`src/design/tofe_pkg.sv`:
```
// Shared types and character constants for the two-operand formula evaluator.
`default_nettype none

package tofe_pkg;

  typedef enum logic [1:0] {
    OP_ADD = 2'd0,
    OP_SUB = 2'd1,
    OP_MUL = 2'd2,
    OP_DIV = 2'd3
  } op_t;

  typedef enum logic [1:0] {
    ST_OK       = 2'd0,
    ST_BADOP    = 2'd1,
    ST_DIVZERO  = 2'd2,
    ST_OVERFLOW = 2'd3
  } status_t;

  // control half of a command handed from the parser to the execute side
  typedef struct packed {
    op_t     op;
    status_t status;
  } cmd_ctl_t;

  localparam int CTL_W = $bits(cmd_ctl_t);

  localparam logic [7:0] CH_ZERO  = 8'h30;
  localparam logic [7:0] CH_NINE  = 8'h39;
  localparam logic [7:0] CH_PLUS  = 8'h2B;
  localparam logic [7:0] CH_MINUS = 8'h2D;
  localparam logic [7:0] CH_STAR  = 8'h2A;
  localparam logic [7:0] CH_SLASH = 8'h2F;

  // output request layout
  localparam int RES_W  = 32;
  localparam int OPND_W = 31;
  localparam int TDATA_W = 96;
  localparam int TUSER_W = 3;

endpackage

`default_nettype wire

```
`src/design/tofe_front.sv`:
```
// Character parser: accumulates operands and issues one command per formula.
`default_nettype none

module tofe_front
  import tofe_pkg::*;
#(
  parameter int VALUE_WIDTH = 32
) (
  input  wire logic                   clk,
  input  wire logic                   rst,
  input  wire logic                   s_tvalid,
  output logic                        s_tready,
  input  wire logic [7:0]             s_tdata,
  input  wire logic                   q_full,
  output logic                        push,
  output cmd_ctl_t                    push_ctl,
  output logic [VALUE_WIDTH-2:0]      push_a,
  output logic [VALUE_WIDTH-2:0]      push_b
);

  localparam int OW = VALUE_WIDTH - 1;

  logic          phase;
  logic [OW-1:0] first_value;
  logic [OW-1:0] second_value;
  op_t           op_held;
  logic          overflow_seen;

  logic          accept;
  logic          digit;
  logic [7:0]    char_off;
  logic [3:0]    dig;
  logic [OW-1:0] acc;
  logic [OW+3:0] acc_x10;
  logic          sat;
  logic [OW-1:0] acc_next;
  logic          is_op;
  op_t           op_dec;

  assign s_tready = !q_full;
  assign accept   = s_tvalid && s_tready;

  always_comb begin
    digit    = (s_tdata >= CH_ZERO) && (s_tdata <= CH_NINE);
    char_off = s_tdata - CH_ZERO;
    dig      = char_off[3:0];
    acc      = phase ? second_value : first_value;
    // acc*10 + d, checked against the saturation limit in the wide form
    acc_x10  = ({4'b0, acc} << 3) + ({4'b0, acc} << 1) + {{OW{1'b0}}, dig};
    sat      = acc_x10 > {4'b0, {OW{1'b1}}};
    acc_next = sat ? {OW{1'b1}} : acc_x10[OW-1:0];
    is_op    = 1'b1;
    unique case (s_tdata)
      CH_PLUS:  op_dec = OP_ADD;
      CH_MINUS: op_dec = OP_SUB;
      CH_STAR:  op_dec = OP_MUL;
      CH_SLASH: op_dec = OP_DIV;
      default: begin
        op_dec = OP_ADD;
        is_op  = 1'b0;
      end
    endcase
  end

  always_comb begin
    push            = 1'b0;
    push_a          = first_value;
    push_b          = second_value;
    push_ctl.op     = op_held;
    push_ctl.status = overflow_seen ? ST_OVERFLOW : ST_OK;
    if (accept && !digit) begin
      if (!phase) begin
        if (!is_op) begin
          push            = 1'b1;
          push_b          = '0;
          push_ctl.op     = OP_ADD;
          push_ctl.status = ST_BADOP;
        end
      end else begin
        push = 1'b1;
      end
    end
  end

  always_ff @(posedge clk) begin
    if (rst || push) begin
      phase         <= 1'b0;
      first_value   <= '0;
      second_value  <= '0;
      op_held       <= OP_ADD;
      overflow_seen <= 1'b0;
    end else if (accept) begin
      if (digit) begin
        if (phase) second_value <= acc_next;
        else       first_value  <= acc_next;
        if (sat) overflow_seen <= 1'b1;
      end else if (!phase) begin
        op_held <= op_dec;
        phase   <= 1'b1;
      end
    end
  end

endmodule

`default_nettype wire

```
`src/design/tofe_queue.sv`:
```
// Two-entry command queue between parser and execute unit.
`default_nettype none

module tofe_queue #(
  parameter int WIDTH = 64
) (
  input  wire logic             clk,
  input  wire logic             rst,
  input  wire logic             push,
  input  wire logic [WIDTH-1:0] push_data,
  input  wire logic             pop,
  output logic                  head_valid,
  output logic [WIDTH-1:0]      head_data,
  output logic                  full
);

  logic [WIDTH-1:0] mem [2];
  logic             wr_ptr;
  logic             rd_ptr;
  logic [1:0]       count;
  logic             do_push;
  logic             do_pop;

  assign head_valid = count != 2'd0;
  assign full       = count == 2'd2;
  assign head_data  = mem[rd_ptr];
  assign do_push    = push && !full;
  assign do_pop     = pop && head_valid;

  always_ff @(posedge clk) begin
    if (do_push) mem[wr_ptr] <= push_data;
  end

  always_ff @(posedge clk) begin
    if (rst) begin
      wr_ptr <= 1'b0;
      rd_ptr <= 1'b0;
      count  <= 2'd0;
    end else begin
      if (do_push) wr_ptr <= !wr_ptr;
      if (do_pop)  rd_ptr <= !rd_ptr;
      count <= count + {1'b0, do_push} - {1'b0, do_pop};
    end
  end

endmodule

`default_nettype wire

```
`src/design/tofe_back.sv`:
```
// Execute unit: add/subtract directly, multiply/divide on a shared shift unit.
`default_nettype none

module tofe_back
  import tofe_pkg::*;
#(
  parameter int VALUE_WIDTH = 32
) (
  input  wire logic                   clk,
  input  wire logic                   rst,
  input  wire logic                   q_valid,
  input  wire cmd_ctl_t               q_ctl,
  input  wire logic [VALUE_WIDTH-2:0] q_a,
  input  wire logic [VALUE_WIDTH-2:0] q_b,
  output logic                        pop,
  output logic                        out_valid,
  input  wire logic                   out_ready,
  output logic [VALUE_WIDTH-1:0]      out_result,
  output logic [VALUE_WIDTH-2:0]      out_left,
  output logic [VALUE_WIDTH-2:0]      out_right,
  output op_t                         out_op,
  output status_t                     out_status,
  output logic                        out_wrap
);

  localparam int OW  = VALUE_WIDTH - 1;
  localparam int CNW = $clog2(OW + 1);

  typedef enum logic [3:0] {
    S_IDLE = 4'b0001,
    S_MUL  = 4'b0010,
    S_DIV  = 4'b0100,
    S_HOLD = 4'b1000
  } state_t;

  state_t         state;
  state_t         state_next;
  cmd_ctl_t       ctl;
  logic [OW-1:0]  a;
  logic [OW-1:0]  b;
  logic [OW-1:0]  hi;
  logic [OW-1:0]  lo;
  logic [OW-1:0]  hi_next;
  logic [OW-1:0]  lo_next;
  logic [CNW-1:0] cnt;

  logic              out_free;
  logic              load_out;
  logic [OW:0]       mul_sum;
  logic [OW:0]       div_trial;
  logic [OW:0]       div_diff;
  logic [OW:0]       addsub;
  logic [OW:0]       res;
  status_t           st;
  logic              wr;

  assign out_free = !out_valid || out_ready;
  assign pop      = (state == S_IDLE) && q_valid;
  assign load_out = (state == S_HOLD) && out_free;

  always_comb begin
    // multiply: conditional add into the high half, then shift right
    mul_sum   = {1'b0, hi} + (lo[0] ? {1'b0, a} : '0);
    // divide: restoring step, remainder in hi, dividend/quotient in lo
    div_trial = {hi, lo[OW-1]};
    div_diff  = div_trial - {1'b0, b};
    hi_next   = hi;
    lo_next   = lo;
    state_next = state;
    unique case (state)
      S_IDLE: begin
        if (q_valid) begin
          hi_next = '0;
          if (q_ctl.status == ST_BADOP) begin
            state_next = S_HOLD;
          end else begin
            unique case (q_ctl.op)
              OP_MUL: begin
                lo_next    = q_b;
                state_next = S_MUL;
              end
              OP_DIV: begin
                lo_next    = q_a;
                state_next = (q_b == '0) ? S_HOLD : S_DIV;
              end
              default: state_next = S_HOLD;
            endcase
          end
        end
      end
      S_MUL: begin
        hi_next = mul_sum[OW:1];
        lo_next = {mul_sum[0], lo[OW-1:1]};
        if (cnt == CNW'(1)) state_next = S_HOLD;
      end
      S_DIV: begin
        if (!div_diff[OW]) begin
          hi_next = div_diff[OW-1:0];
          lo_next = {lo[OW-2:0], 1'b1};
        end else begin
          hi_next = div_trial[OW-1:0];
          lo_next = {lo[OW-2:0], 1'b0};
        end
        if (cnt == CNW'(1)) state_next = S_HOLD;
      end
      S_HOLD: begin
        if (out_free) state_next = S_IDLE;
      end
      default: state_next = S_IDLE;
    endcase
  end

  always_comb begin
    addsub = (ctl.op == OP_SUB) ? ({1'b0, a} - {1'b0, b}) : ({1'b0, a} + {1'b0, b});
    st     = ctl.status;
    wr     = 1'b0;
    res    = '0;
    if (ctl.status != ST_BADOP) begin
      unique case (ctl.op)
        OP_ADD: begin
          res = addsub;
          wr  = addsub[OW];
        end
        OP_SUB: res = addsub;
        OP_MUL: begin
          res = {hi[0], lo};
          wr  = |hi;
        end
        OP_DIV: begin
          if (b == '0) st = ST_DIVZERO;
          else         res = {1'b0, lo};
        end
        default: res = '0;
      endcase
    end
  end

  always_ff @(posedge clk) begin
    if (rst) begin
      state     <= S_IDLE;
      out_valid <= 1'b0;
    end else begin
      state <= state_next;
      if (load_out)       out_valid <= 1'b1;
      else if (out_ready) out_valid <= 1'b0;
    end
  end

  always_ff @(posedge clk) begin
    hi <= hi_next;
    lo <= lo_next;
    if (pop) begin
      ctl <= q_ctl;
      a   <= q_a;
      b   <= q_b;
      cnt <= CNW'(OW);
    end else if (state == S_MUL || state == S_DIV) begin
      cnt <= cnt - CNW'(1);
    end
    if (load_out) begin
      out_result <= res;
      out_left   <= a;
      out_right  <= b;
      out_op     <= ctl.op;
      out_status <= st;
      out_wrap   <= wr;
    end
  end

endmodule

`default_nettype wire

```
`src/design/two_operand_formula_evaluator.sv`:
```
// Top level: parser, command queue and execute unit of the formula evaluator.
// Throughput: one character per cycle; the parser stalls only while the two-entry
// command queue is full.
// Path: the terminating character is queued, then popped by the idle execute unit, which
// goes straight to its hold state for add, subtract, invalid operator and divide by zero;
// multiply and divide first run the one-bit-per-cycle shift/add/subtract unit.
// Reset (rst, synchronous): clears the parser, empties the queue, idles the unit.
`default_nettype none

module two_operand_formula_evaluator
  import tofe_pkg::*;
#(
  parameter int VALUE_WIDTH = 32
) (
  input  wire logic               clk,
  input  wire logic               rst,
  input  wire logic               s_tvalid,
  output logic                    s_tready,
  input  wire logic [7:0]         s_tdata,  // char_in
  output logic                    m_tvalid,
  input  wire logic               m_tready,
  // result_value[31:0], left_operand[62:32], right_operand[93:63], operator_code[95:94]
  output logic [TDATA_W-1:0]      m_tdata,
  output logic [TUSER_W-1:0]      m_tuser   // status[1:0], result_wrapped[2]
);

  localparam int OW = VALUE_WIDTH - 1;
  localparam int QW = CTL_W + 2 * OW;

  logic          push;
  cmd_ctl_t      push_ctl;
  logic [OW-1:0] push_a;
  logic [OW-1:0] push_b;
  logic          q_full;
  logic          q_valid;
  logic [QW-1:0] q_head;
  logic          pop;
  cmd_ctl_t      q_ctl;
  logic [OW-1:0] q_a;
  logic [OW-1:0] q_b;

  logic [OW:0]   out_result;
  logic [OW-1:0] out_left;
  logic [OW-1:0] out_right;
  op_t           out_op;
  status_t       out_status;
  logic          out_wrap;

  logic [OW+RES_W:0]    res_ext;
  logic [OW+OPND_W-1:0] left_ext;
  logic [OW+OPND_W-1:0] right_ext;

  tofe_front #(.VALUE_WIDTH(VALUE_WIDTH)) u_front (
    .clk      (clk),
    .rst      (rst),
    .s_tvalid (s_tvalid),
    .s_tready (s_tready),
    .s_tdata  (s_tdata),
    .q_full   (q_full),
    .push     (push),
    .push_ctl (push_ctl),
    .push_a   (push_a),
    .push_b   (push_b)
  );

  tofe_queue #(.WIDTH(QW)) u_queue (
    .clk        (clk),
    .rst        (rst),
    .push       (push),
    .push_data  ({push_ctl, push_a, push_b}),
    .pop        (pop),
    .head_valid (q_valid),
    .head_data  (q_head),
    .full       (q_full)
  );

  assign {q_ctl, q_a, q_b} = q_head;

  tofe_back #(.VALUE_WIDTH(VALUE_WIDTH)) u_back (
    .clk        (clk),
    .rst        (rst),
    .q_valid    (q_valid),
    .q_ctl      (q_ctl),
    .q_a        (q_a),
    .q_b        (q_b),
    .pop        (pop),
    .out_valid  (m_tvalid),
    .out_ready  (m_tready),
    .out_result (out_result),
    .out_left   (out_left),
    .out_right  (out_right),
    .out_op     (out_op),
    .out_status (out_status),
    .out_wrap   (out_wrap)
  );

  // fit internal widths to the fixed request fields
  assign res_ext   = {{RES_W{1'b0}}, out_result};
  assign left_ext  = {{OPND_W{1'b0}}, out_left};
  assign right_ext = {{OPND_W{1'b0}}, out_right};

  assign m_tdata = {out_op, right_ext[OPND_W-1:0], left_ext[OPND_W-1:0], res_ext[RES_W-1:0]};
  assign m_tuser = {out_wrap, out_status};

endmodule

`default_nettype wire

```
`config.mk`:
```
export PLATFORM = sky130hd
export DESIGN_NAME = two_operand_formula_evaluator
export DESIGN_NICKNAME = d
export VERILOG_FILES = /design/src/design/tofe_pkg.sv /design/src/design/tofe_front.sv /design/src/design/tofe_queue.sv /design/src/design/tofe_back.sv /design/src/design/two_operand_formula_evaluator.sv
export SDC_FILE = /design/constraint.sdc
export NUM_CORES = 1
export LEC_CHECK = 0
export ABC_AREA = 1
export BUFFER_PORTS_ARGS = -buffer_cell sky130_fd_sc_hd__buf_2
export CORE_UTILIZATION = 50
export CTS_CLUSTER_SIZE = 30
export DETAILED_ROUTE_END_ITERATION = 8
export GPL_TIMING_DRIVEN = 0
export PLACE_DENSITY = 0.72
export REMOVE_ABC_BUFFERS = 1
export SLEW_MARGIN = 10
export SYNTH_ARGS = -nofsm -noshare
export SYNTH_HDL_FRONTEND = slang
export SYNTH_HIERARCHICAL = 1
export SYNTH_SLANG_ARGS = --single-unit
```
`constraint.sdc`:
```
create_clock -name clk -period 20.6 [get_ports clk]
set_input_delay 2.06 -clock clk [delete_from_list [all_inputs] [get_ports clk]]
set_output_delay 2.06 -clock clk [all_outputs]
set_load 0.005 [all_outputs]
```
==> impl_metrics.xml, run 1 <==
<?xml version="1.0" encoding="UTF-8"?>
<metrics>
  <group name="outcome">
    <metric name="run_status" unit="">finished, final reports clean</metric>
  </group>
  <group name="timing">
    <metric name="setup_viol" unit="">0</metric>
    <metric name="timing.final.crit_share" unit="%">24.6</metric>
    <metric name="fin_crit" unit="ns">5.06</metric>
    <metric name="finalHoldViolations" unit="">0</metric>
    <metric name="setup_total_negative_slack" unit="ns">0</metric>
    <metric name="slew_headroom" unit="%">20.1</metric>
    <metric name="final-max-slew-violation-count" unit="">0</metric>
    <metric name="tightestPinTransition" unit="ns">1.20</metric>
    <metric name="fmax" unit="GHz">0.198</metric>
    <metric name="clock_skew" unit="ns">0.0173</metric>
    <metric name="grt_setup_unrepaired" unit="">false</metric>
  </group>
  <group name="cells_and_area">
    <metric name="commonest_non_fill_non_tap_cell_in_the_layout" unit="">nand2_1</metric>
    <metric name="fin_area" unit="µm²">31900</metric>
    <metric name="n_fill_cell" unit="">5275</metric>
    <metric name="layout.core_utilization" unit="%">56.2</metric>
    <metric name="area_delta_synth_final" unit="%">10.4</metric>
    <metric name="final_layout_size_suffix_gt1_share" unit="%">9.88</metric>
    <metric name="final_net_count" unit="">3936</metric>
    <metric name="most-common-layout-cells" unit="">nand2_1, inv_1, edfxtp_1, nand3_1, nor2_1</metric>
  </group>
  <group name="routing">
    <metric name="post_drt_wl_per_cell" unit="µm">18.1</metric>
    <metric name="drt-pass1-iter-count" unit="">6</metric>
    <metric name="drt_first_iter_violations" unit="">2061</metric>
    <metric name="wirelength" unit="µm">82500</metric>
    <metric name="routed_via_density" unit="">5.37</metric>
    <metric name="drcViolationCount" unit="">0</metric>
    <metric name="vias_after_detailed_routing" unit="">24500</metric>
    <metric name="ant_nets" unit="">0</metric>
  </group>
  <group name="critical_path">
    <metric name="data_required_time_at_the_worst_endpoint" unit="ns">20.95</metric>
    <metric name="path_delay_family" unit="">simple AND/OR/NAND/NOR gates</metric>
    <metric name="setup.worst_path.start_class" unit="">flip-flop</metric>
    <metric name="cp_slowest_cell" unit="">edfxtp_1</metric>
    <metric name="r2r.worst_path.cells" unit="">15</metric>
    <metric name="crit_type" unit="">reg2reg</metric>
    <metric name="critical_path.reg2reg.startpoint" unit="">u_back/ctl[3]$_DFFE_PP_</metric>
    <metric name="critical-path-max-stage-delay" unit="ns">0.75</metric>
    <metric name="cp-endpoint" unit="">u_back/out_result[31]$_SDFFCE_PP0P_</metric>
    <metric name="end_kind" unit="">flip-flop</metric>
    <metric name="critical_path_buf_inv_count" unit="">2</metric>
    <metric name="critical_path_depth" unit="">15</metric>
    <metric name="rr_endpoint" unit="">u_back/out_result[31]$_SDFFCE_PP0P_</metric>
    <metric name="path_cells" unit="">nor2_2 -&gt; clkinv_1 -&gt; nand2_1 -&gt; nand2_1 -&gt; a21oi_1 -&gt; xor2_1 -&gt; ha_1 -&gt; inv_1 -&gt; nor3_1 -&gt; nand2_1 -&gt; a21oi_1 -&gt; nor2_1 -&gt; nand3_1 -&gt; nand3_1 -&gt; a21oi_1</metric>
    <metric name="critical_path_arrival" unit="ns">5.41</metric>
    <metric name="startpoint" unit="">u_back/ctl[3]$_DFFE_PP_</metric>
    <metric name="rrSetupSlack" unit="ns">15.54</metric>
    <metric name="critical_path_peak_fanout" unit="">18</metric>
  </group>
  <group name="power_and_ir_drop">
    <metric name="pwr_density_cell" unit="nW/µm²">155</metric>
    <metric name="power_leakage" unit="nW">15.2</metric>
    <metric name="ir_drop" unit="mV">0.0741</metric>
    <metric name="power.internal" unit="W">0.00263</metric>
    <metric name="total_switching_power" unit="W">0.00232</metric>
    <metric name="sequentialPowerShare" unit="%">30.1</metric>
    <metric name="netSwitchingFraction" unit="%">46.9</metric>
    <metric name="power.share.combinational" unit="%">52.8</metric>
    <metric name="clock_power_share" unit="%">17.1</metric>
  </group>
  <group name="logic_synthesis">
    <metric name="synthesis.area_per_instance" unit="µm²">7.88</metric>
    <metric name="post_synth_num_cell_types" unit="">49</metric>
    <metric name="asyncSetResetFlopFracSynth" unit="%">0</metric>
    <metric name="post_synth_inst_count" unit="">3663</metric>
    <metric name="synth_flop_cell" unit="">edfxtp_1</metric>
    <metric name="mappedNetlistArea" unit="µm²">28900</metric>
    <metric name="synthesis_stage_register_bit_count" unit="">440</metric>
    <metric name="yosys_warnings" unit="">6</metric>
    <metric name="synth_edf_count" unit="">359</metric>
    <metric name="synth.yosys.seq_area_share" unit="%">43.0</metric>
  </group>
  <group name="global_route">
    <metric name="pin_count_of_the_biggest_net_entering_global_routing" unit="">63</metric>
    <metric name="grt_overflow_total" unit="">0</metric>
    <metric name="initial_antenna_violation_count" unit="">1</metric>
    <metric name="global_route_wire_length_before_repair" unit="µm">128000</metric>
    <metric name="grt_util_all_layers" unit="%">28.0</metric>
    <metric name="first_global_vias" unit="">23800</metric>
  </group>
  <group name="die">
    <metric name="placementRows" unit="">87</metric>
    <metric name="ios" unit="">113</metric>
    <metric name="die_height" unit="µm">242</metric>
    <metric name="die_area" unit="µm²">58700</metric>
    <metric name="initial_core_util" unit="%">50.9</metric>
    <metric name="die_w" unit="µm">242</metric>
    <metric name="area_of_the_core" unit="µm²">56700</metric>
  </group>
  <group name="clock_tree">
    <metric name="tritoncts_num_sinks" unit="">440</metric>
    <metric name="cts_repair_resized_insts" unit="">0</metric>
    <metric name="cts_max_path_buffers" unit="">3</metric>
    <metric name="root_buffer" unit="">clkbuf_16</metric>
    <metric name="cts_inserted_buffers" unit="">46</metric>
    <metric name="cts_tree" unit="">yes</metric>
    <metric name="postCtsSetupRepairBufs" unit="">0</metric>
    <metric name="clk_latency" unit="ns">0.60</metric>
    <metric name="clkTransAtPathRegs" unit="ns">0.06</metric>
    <metric name="h-tree-depth" unit="">2</metric>
    <metric name="cts_hold_repair.buffers" unit="">0</metric>
  </group>
  <group name="place">
    <metric name="dpl_cell_area" unit="µm²">30300</metric>
    <metric name="hpwlAfterDp" unit="µm">65400</metric>
    <metric name="port_buffers" unit="">112</metric>
    <metric name="place_congestion" unit="">0.950</metric>
  </group>
  <group name="run">
    <metric name="max_cap_viol_count" unit="">0</metric>
  </group>
  <group name="min_path">
    <metric name="tightest_hold_check_type" unit="">reg2reg</metric>
  </group>
</metrics>
-- worst min-delay path by stage --
stage,start,slack [ns],cells past startpoint,end
floorplan,u_front/push_a[0]$_SDFFE_PP0P_,0.43,0,u_queue/mem[0][31]$_DFFE_PP_
global placement,u_front/push_a[30]$_SDFFE_PP0P_,0.43,0,u_queue/mem[0][61]$_DFFE_PP_
detailed placement,u_front/push_a[8]$_SDFFE_PP0P_,0.44,0,u_queue/mem[1][39]$_DFFE_PP_
CTS,u_front/push_a[16]$_SDFFE_PP0P_,0.45,0,u_queue/mem[0][47]$_DFFE_PP_
global route,u_front/push_a[16]$_SDFFE_PP0P_,0.45,0,u_queue/mem[0][47]$_DFFE_PP_
finish,u_front/push_a[16]$_SDFFE_PP0P_,0.45,0,u_queue/mem[0][47]$_DFFE_PP_
-- flip-flops by register name, indices dropped and copies added (netlist names), 5 cells and up, named ones only --
name	cells
u_back/b	31
u_front/second_value	31
u_front/push_a	31
u_queue/mem	132
u_back/a	31
u_back/out_right	31
u_back/hi	31
u_back/out_result	32
u_back/lo	31
u_back/cnt	5
u_back/out_left	31
-- cell families after synthesis --
logic type,after synthesis,share of synthesized area [%]
buffers and inverters,742,10.3
multiplexers,66,3.09
flip-flops,440,43.0
AO/OA/AOI/OAI,449,8.84
XOR/XNOR,67,2.03
adder cells (fa/ha/maj),164,7.24
AND/OR/NAND/NOR,1735,25.5
-- cell usage after synthesis, types with 6 or more instances --
cell      instances  area share (%)
buf_8             6            0.31
nor2_2            9            0.19
o21bai_1         13            0.34
nand3_1         282             4.9
buf_2            23            0.40
inv_1           633             8.2
inv_2            14            0.18
o21ai_1           6            0.10
buf_6            11            0.43
and2_1            6            0.13
xor2_1           37             1.1
nor3_1           30            0.52
xnor2_1          30            0.91
ha_1            159             6.9
nor4_1           12            0.26
nand2_1        1002              13
edfxtp_1        359              37
dfxtp_1          81             5.6
o221ai_1         29            0.88
nand2_2          30            0.65
mux2_4           40             2.1
o21ai_0         104             1.8
clkbuf_1         44            0.57
o211ai_1         32            0.83
nor2_1          279             3.6
a21oi_1         231             4.0
or2_2             7            0.15
nand3b_1         22            0.57
o21a_1            9            0.23
a31oi_1           6            0.13
nand3_2           8            0.28
nand4_1          34            0.74
a21o_1            8            0.21
mux2_2           26             1.0
-- area by class of cell --
class | instances | area (µm²) | share of cell area, %
diodes | 2 | 5.00 | 0.0157
multi-input cells | 2481 | 13600 | 42.5
well taps | 756 | 946 | 2.97
flip-flops and latches | 440 | 12400 | 38.9
repair buffers | 139 | 947 | 2.97
clock buffers | 65 | 1320 | 4.15
clock inverters | 19 | 253 | 0.793
inverters | 652 | 2450 | 7.69
-- metrics by stage --
| stage | std cells | hold slack, ns | setup slack (ns) | power, W |
|---|---|---|---|---|
| floorplan | 3573 | 0.426 | 8.37 | 0.00326 |
| global placement | 4441 | 0.431 | 3.39 | 0.00402 |
| detailed placement | 4467 | 0.442 | 15.43 | 0.00406 |
| CTS | 4551 | 0.448 | 15.72 | 0.00492 |
| global route | 4552 | 0.451 | 15.34 | 0.00532 |
| finish | 4554 | 0.446 | 15.54 | 0.00495 |
-- layer usage --
layer	GRT usage, %	share of wire [%]	vias up
li1	-	-	12200
met1	35.4	41	11400
met2	49.3	49	777
met3	2.37	5.7	165
met4	10.9	3.9	0
met5	0	0	-
-- power groups by stage --
| stage | clock, W | combinational (W) | sequential (W) |
|---|---|---|---|
| after global placement | 0 | 0.00248 | 0.00154 |
| final | 0.000848 | 0.00261 | 0.00149 |
| after detailed placement | 0 | 0.00256 | 0.00150 |
| after floorplan | 0 | 0.00183 | 0.00143 |
| after CTS | 0.000864 | 0.00258 | 0.00148 |
| after global routing | 0.000898 | 0.00291 | 0.00151 |
(Power assumes the default switching activity.)
==> inputs of run 2 (changes only) <==
ABC_AREA = 0   (was 1)
PLACE_DENSITY = 0.75   (was 0.72)
clock period = 4.5 ns   (was 20.6 ns; I/O delays follow)
==> run 2 against run 1 <==
Via count decreased by 23%. Worst setup slack got worse by 16 ns. Flip-flop and latch count is the same. Clock power grew to 4.6 times the previous value. Synthesized cell count fell by 39%. Die area down 13%. Global-route usage shrank 3.6 points. Largest power group unchanged. Sequential share of layout area up 4.6 points. Non-clock buffer count up 7. Fmax grew 13%.
==> impl_metrics.xml, run 2 <==
<?xml version="1.0" encoding="UTF-8"?>
<metrics>
  <group name="clock_tree">
    <metric name="h-tree-depth" unit="">2</metric>
    <metric name="cts_tree" unit="">yes</metric>
    <metric name="cts_inserted_buffers" unit="">44</metric>
    <metric name="root_buffer" unit="">clkbuf_16</metric>
    <metric name="tritoncts_num_sinks" unit="">440</metric>
    <metric name="cts_max_path_buffers" unit="">3</metric>
    <metric name="cts_hold_repair.buffers" unit="">0</metric>
    <metric name="clk_latency" unit="ns">0.57</metric>
    <metric name="clkTransAtPathRegs" unit="ns">0.06</metric>
  </group>
  <group name="cells_and_area">
    <metric name="area_delta_synth_final" unit="%">13.1</metric>
    <metric name="fin_area" unit="µm²">28500</metric>
    <metric name="commonest_non_fill_non_tap_cell_in_the_layout" unit="">edfxtp_1</metric>
    <metric name="regArea" unit="µm²">12400</metric>
    <metric name="final_layout_size_suffix_gt1_share" unit="%">14.8</metric>
    <metric name="n_fill_cell" unit="">3917</metric>
    <metric name="largest_register_ff_count" unit="">132</metric>
    <metric name="final_net_count" unit="">2497</metric>
    <metric name="largest_registers" unit="">u_queue/mem x132, u_back/out_result x32</metric>
    <metric name="multi_input_comb_area" unit="µm²">12300</metric>
    <metric name="most-common-layout-cells" unit="">edfxtp_1, ha_1, a21oi_1, buf_2, nor2_1</metric>
    <metric name="biggest_register" unit="">u_queue/mem</metric>
  </group>
  <group name="die">
    <metric name="placementRows" unit="">81</metric>
    <metric name="initial_core_util" unit="%">51.1</metric>
    <metric name="die_w" unit="µm">226</metric>
    <metric name="ios" unit="">113</metric>
    <metric name="die_area" unit="µm²">51300</metric>
    <metric name="die_height" unit="µm">226</metric>
    <metric name="area_of_the_core" unit="µm²">49400</metric>
  </group>
  <group name="critical_path">
    <metric name="end_kind" unit="">flip-flop</metric>
    <metric name="critical_path.reg2reg.startpoint" unit="">u_back/b[12]$_DFFE_PP_</metric>
    <metric name="startpoint" unit="">u_back/b[12]$_DFFE_PP_</metric>
    <metric name="data_required_time_at_the_worst_endpoint" unit="ns">4.83</metric>
    <metric name="crit_type" unit="">reg2reg</metric>
    <metric name="critical_path_peak_fanout" unit="">5</metric>
    <metric name="setup.worst_path.start_class" unit="">flip-flop</metric>
    <metric name="critical_path_arrival" unit="ns">4.81</metric>
  </group>
  <group name="logic_synthesis">
    <metric name="synthesis_stage_register_bit_count" unit="">440</metric>
    <metric name="mappedNetlistArea" unit="µm²">25200</metric>
    <metric name="synth_edf_count" unit="">359</metric>
    <metric name="synth_top_family_by_area" unit="">compound AO/OA/AOI/OAI gates</metric>
    <metric name="yosys.area_share.simple" unit="%">10.8</metric>
    <metric name="synth-adder-area-share" unit="%">8.29</metric>
    <metric name="post_synth_num_cell_types" unit="">89</metric>
    <metric name="synthesis.area_per_instance" unit="µm²">11.4</metric>
    <metric name="yosys_warnings" unit="">6</metric>
    <metric name="synthesized_area_fraction_occupied_by_ao_oa_aoi_and_oai_cells" unit="%">17.3</metric>
    <metric name="post_synth_mux_area_share" unit="%">6.62</metric>
    <metric name="synth_flop_cell" unit="">edfxtp_1</metric>
    <metric name="synth.yosys.seq_area_share" unit="%">49.2</metric>
    <metric name="synth_xor_xnor_area_share" unit="%">4.48</metric>
    <metric name="yosysTopAreaCell" unit="">edfxtp_1</metric>
    <metric name="synth.most_common_cell" unit="">edfxtp_1</metric>
    <metric name="synth.top_cells.by_area" unit="">edfxtp_1, ha_1, dfxtp_1</metric>
    <metric name="netlist_top_cells_count" unit="">edfxtp_1, ha_1, a21oi_1</metric>
    <metric name="asyncSetResetFlopFracSynth" unit="%">0</metric>
    <metric name="yosys.area.top_type_share" unit="%">42.8</metric>
    <metric name="post_synth_inst_count" unit="">2219</metric>
  </group>
  <group name="place">
    <metric name="pre_cts_ws" unit="ns">-1.62</metric>
    <metric name="place_congestion" unit="">0.984</metric>
    <metric name="port_buffers" unit="">112</metric>
    <metric name="dpl_cell_area" unit="µm²">26600</metric>
    <metric name="hpwlAfterDp" unit="µm">46700</metric>
  </group>
  <group name="timing">
    <metric name="setup_slack" unit="ns">0.0267</metric>
    <metric name="clock_skew" unit="ns">0.0135</metric>
    <metric name="grt_setup_unrepaired" unit="">true</metric>
    <metric name="tightestPinTransition" unit="ns">1.28</metric>
    <metric name="setup_viol" unit="">0</metric>
    <metric name="timing.final.crit_share" unit="%">99.4</metric>
    <metric name="finalHoldViolations" unit="">0</metric>
    <metric name="fin_crit" unit="ns">4.47</metric>
    <metric name="fmax" unit="GHz">0.224</metric>
    <metric name="final-max-slew-violation-count" unit="">0</metric>
    <metric name="slew_headroom" unit="%">14.5</metric>
  </group>
  <group name="power_and_ir_drop">
    <metric name="power_leakage" unit="nW">11.2</metric>
    <metric name="pwr_density_cell" unit="nW/µm²">805</metric>
    <metric name="ir_drop" unit="mV">0.441</metric>
  </group>
  <group name="min_path">
    <metric name="tightest_hold_check_type" unit="">in2reg</metric>
    <metric name="holdCritStartpoint" unit="">m_tready</metric>
  </group>
  <group name="routing">
    <metric name="post_drt_wl_per_cell" unit="µm">21.1</metric>
    <metric name="ant_nets" unit="">0</metric>
    <metric name="drt-pass1-iter-count" unit="">6</metric>
    <metric name="routed_via_density" unit="">6.21</metric>
    <metric name="wirelength" unit="µm">63700</metric>
    <metric name="drcViolationCount" unit="">0</metric>
    <metric name="vias_after_detailed_routing" unit="">18800</metric>
    <metric name="drt_first_iter_violations" unit="">1750</metric>
  </group>
  <group name="global_route">
    <metric name="grt_overflow_total" unit="">0</metric>
    <metric name="global_route_wire_length_before_repair" unit="µm">98700</metric>
    <metric name="first_global_vias" unit="">18200</metric>
    <metric name="pin_count_of_the_biggest_net_entering_global_routing" unit="">67</metric>
    <metric name="groute.layer.met1.usage" unit="%">32.1</metric>
    <metric name="initial_antenna_violation_count" unit="">0</metric>
    <metric name="gr-max-usage-layer" unit="">met2</metric>
    <metric name="grt_util_met2" unit="%">41.8</metric>
    <metric name="grt_util_all_layers" unit="%">24.4</metric>
    <metric name="globalRouteMet3Util" unit="%">2.75</metric>
  </group>
  <group name="run">
    <metric name="max_cap_viol_count" unit="">0</metric>
  </group>
  <group name="outcome">
    <metric name="run_status" unit="">finished, final reports clean</metric>
  </group>
</metrics>
[run 2: changes by cell type after synthesis, moves of 61 or more]
cell,previous run,this run
and2_1,6,72
inv_1,633,89
a21oi_1,231,144
nand3_1,282,41
nor2_1,279,113
xnor2_1,30,91
nand2_1,1002,105
mux2_1,0,66
[run 2: cell families (layout without fill, tap and decap cells)]
group	after synthesis	after routing
flops	440	440
mux	153	153
simple gates	522	524
fa+ha+maj	164	164
compound gates	628	628
other cells	0	1
buf+inv	183	316
xor+xnor	129	129
[run 2: final timing paths]
| kind | endpoint | cells after the start | slack [ns] |
|---|---|---|---|
| max | u_back/out_result[28]$_SDFFCE_PP0P_ | 13 | 0.03 |
| min | u_back/out_valid$_SDFFE_PP0P_ | 3 | 0.21 |
| max reg2reg | u_back/out_result[28]$_SDFFCE_PP0P_ | 13 | 0.03 |
| min reg2reg | u_front/op_held[1]$_SDFFE_PP0P_ | 2 | 0.48 |
[run 2: cell type report]
type / count / area share, %
diodes: 1 / 0.00878
clock buffers: 58 / 4.41
clock inverters: 21 / 1.05
inverters: 91 / 1.23
multi-input cells: 1598 / 43.1
flip-flops and latches: 440 / 43.5
well taps: 664 / 2.92
repair buffers: 146 / 3.73
[run 2: what timing repair did]
action                     in CTS  in global routing
setup endpoints to repair      28                 73
setup buffers                   5                  5
pin swaps                       1                  7
gates cloned                    0                  2
gates resized for setup        14                 32
[run 2: power by group]
group / total (W) / internal [W] / switching, W
clock network: 0.00390 / 0.00233 / 0.00157
registers: 0.00702 / 0.00604 / 0.000978
logic: 0.0120 / 0.00478 / 0.00723
[run 2: critical path, cell delays in order (launching register included)]
cell and delay (ns):
edfxtp_1 0.41, or4_1 0.59, or3_4 0.37, or3_4 0.42
o31ai_2 0.23, xnor2_1 0.10, ha_1 0.37, nand3_1 0.27
nor4_4 0.38, a311oi_2 0.19, nor2_2 0.19, a31oi_1 0.12
nor3b_1 0.16, a2111oi_2 0.43
[run 2: metal layers]
layer / share of wire (%) / routed length (µm)
met1: 42 / 27000
met2: 48 / 30700
met3: 6.1 / 3880
met4: 3.2 / 2060
met5: 0 / 0
[run 2: stage by stage]
| stage | hold slack [ns] | instances | setup TNS (ns) | power [W] | utilization (%) |
|---|---|---|---|---|---|
| after floorplan | 0.426 | 2127 | -309.07 | 0.0151 | - |
| after CTS | 0.182 | 3010 | -0.0332 | 0.0225 | 57.2 |
| after global placement | 0.461 | 2903 | -988.79 | 0.0178 | 52.9 |
| after global routing | 0.205 | 3018 | -0.233 | 0.0243 | 57.7 |
| final | 0.208 | 3019 | 0 | 0.0229 | 57.7 |
| after detailed placement | 0.468 | 2926 | -25.45 | 0.0184 | 53.9 |
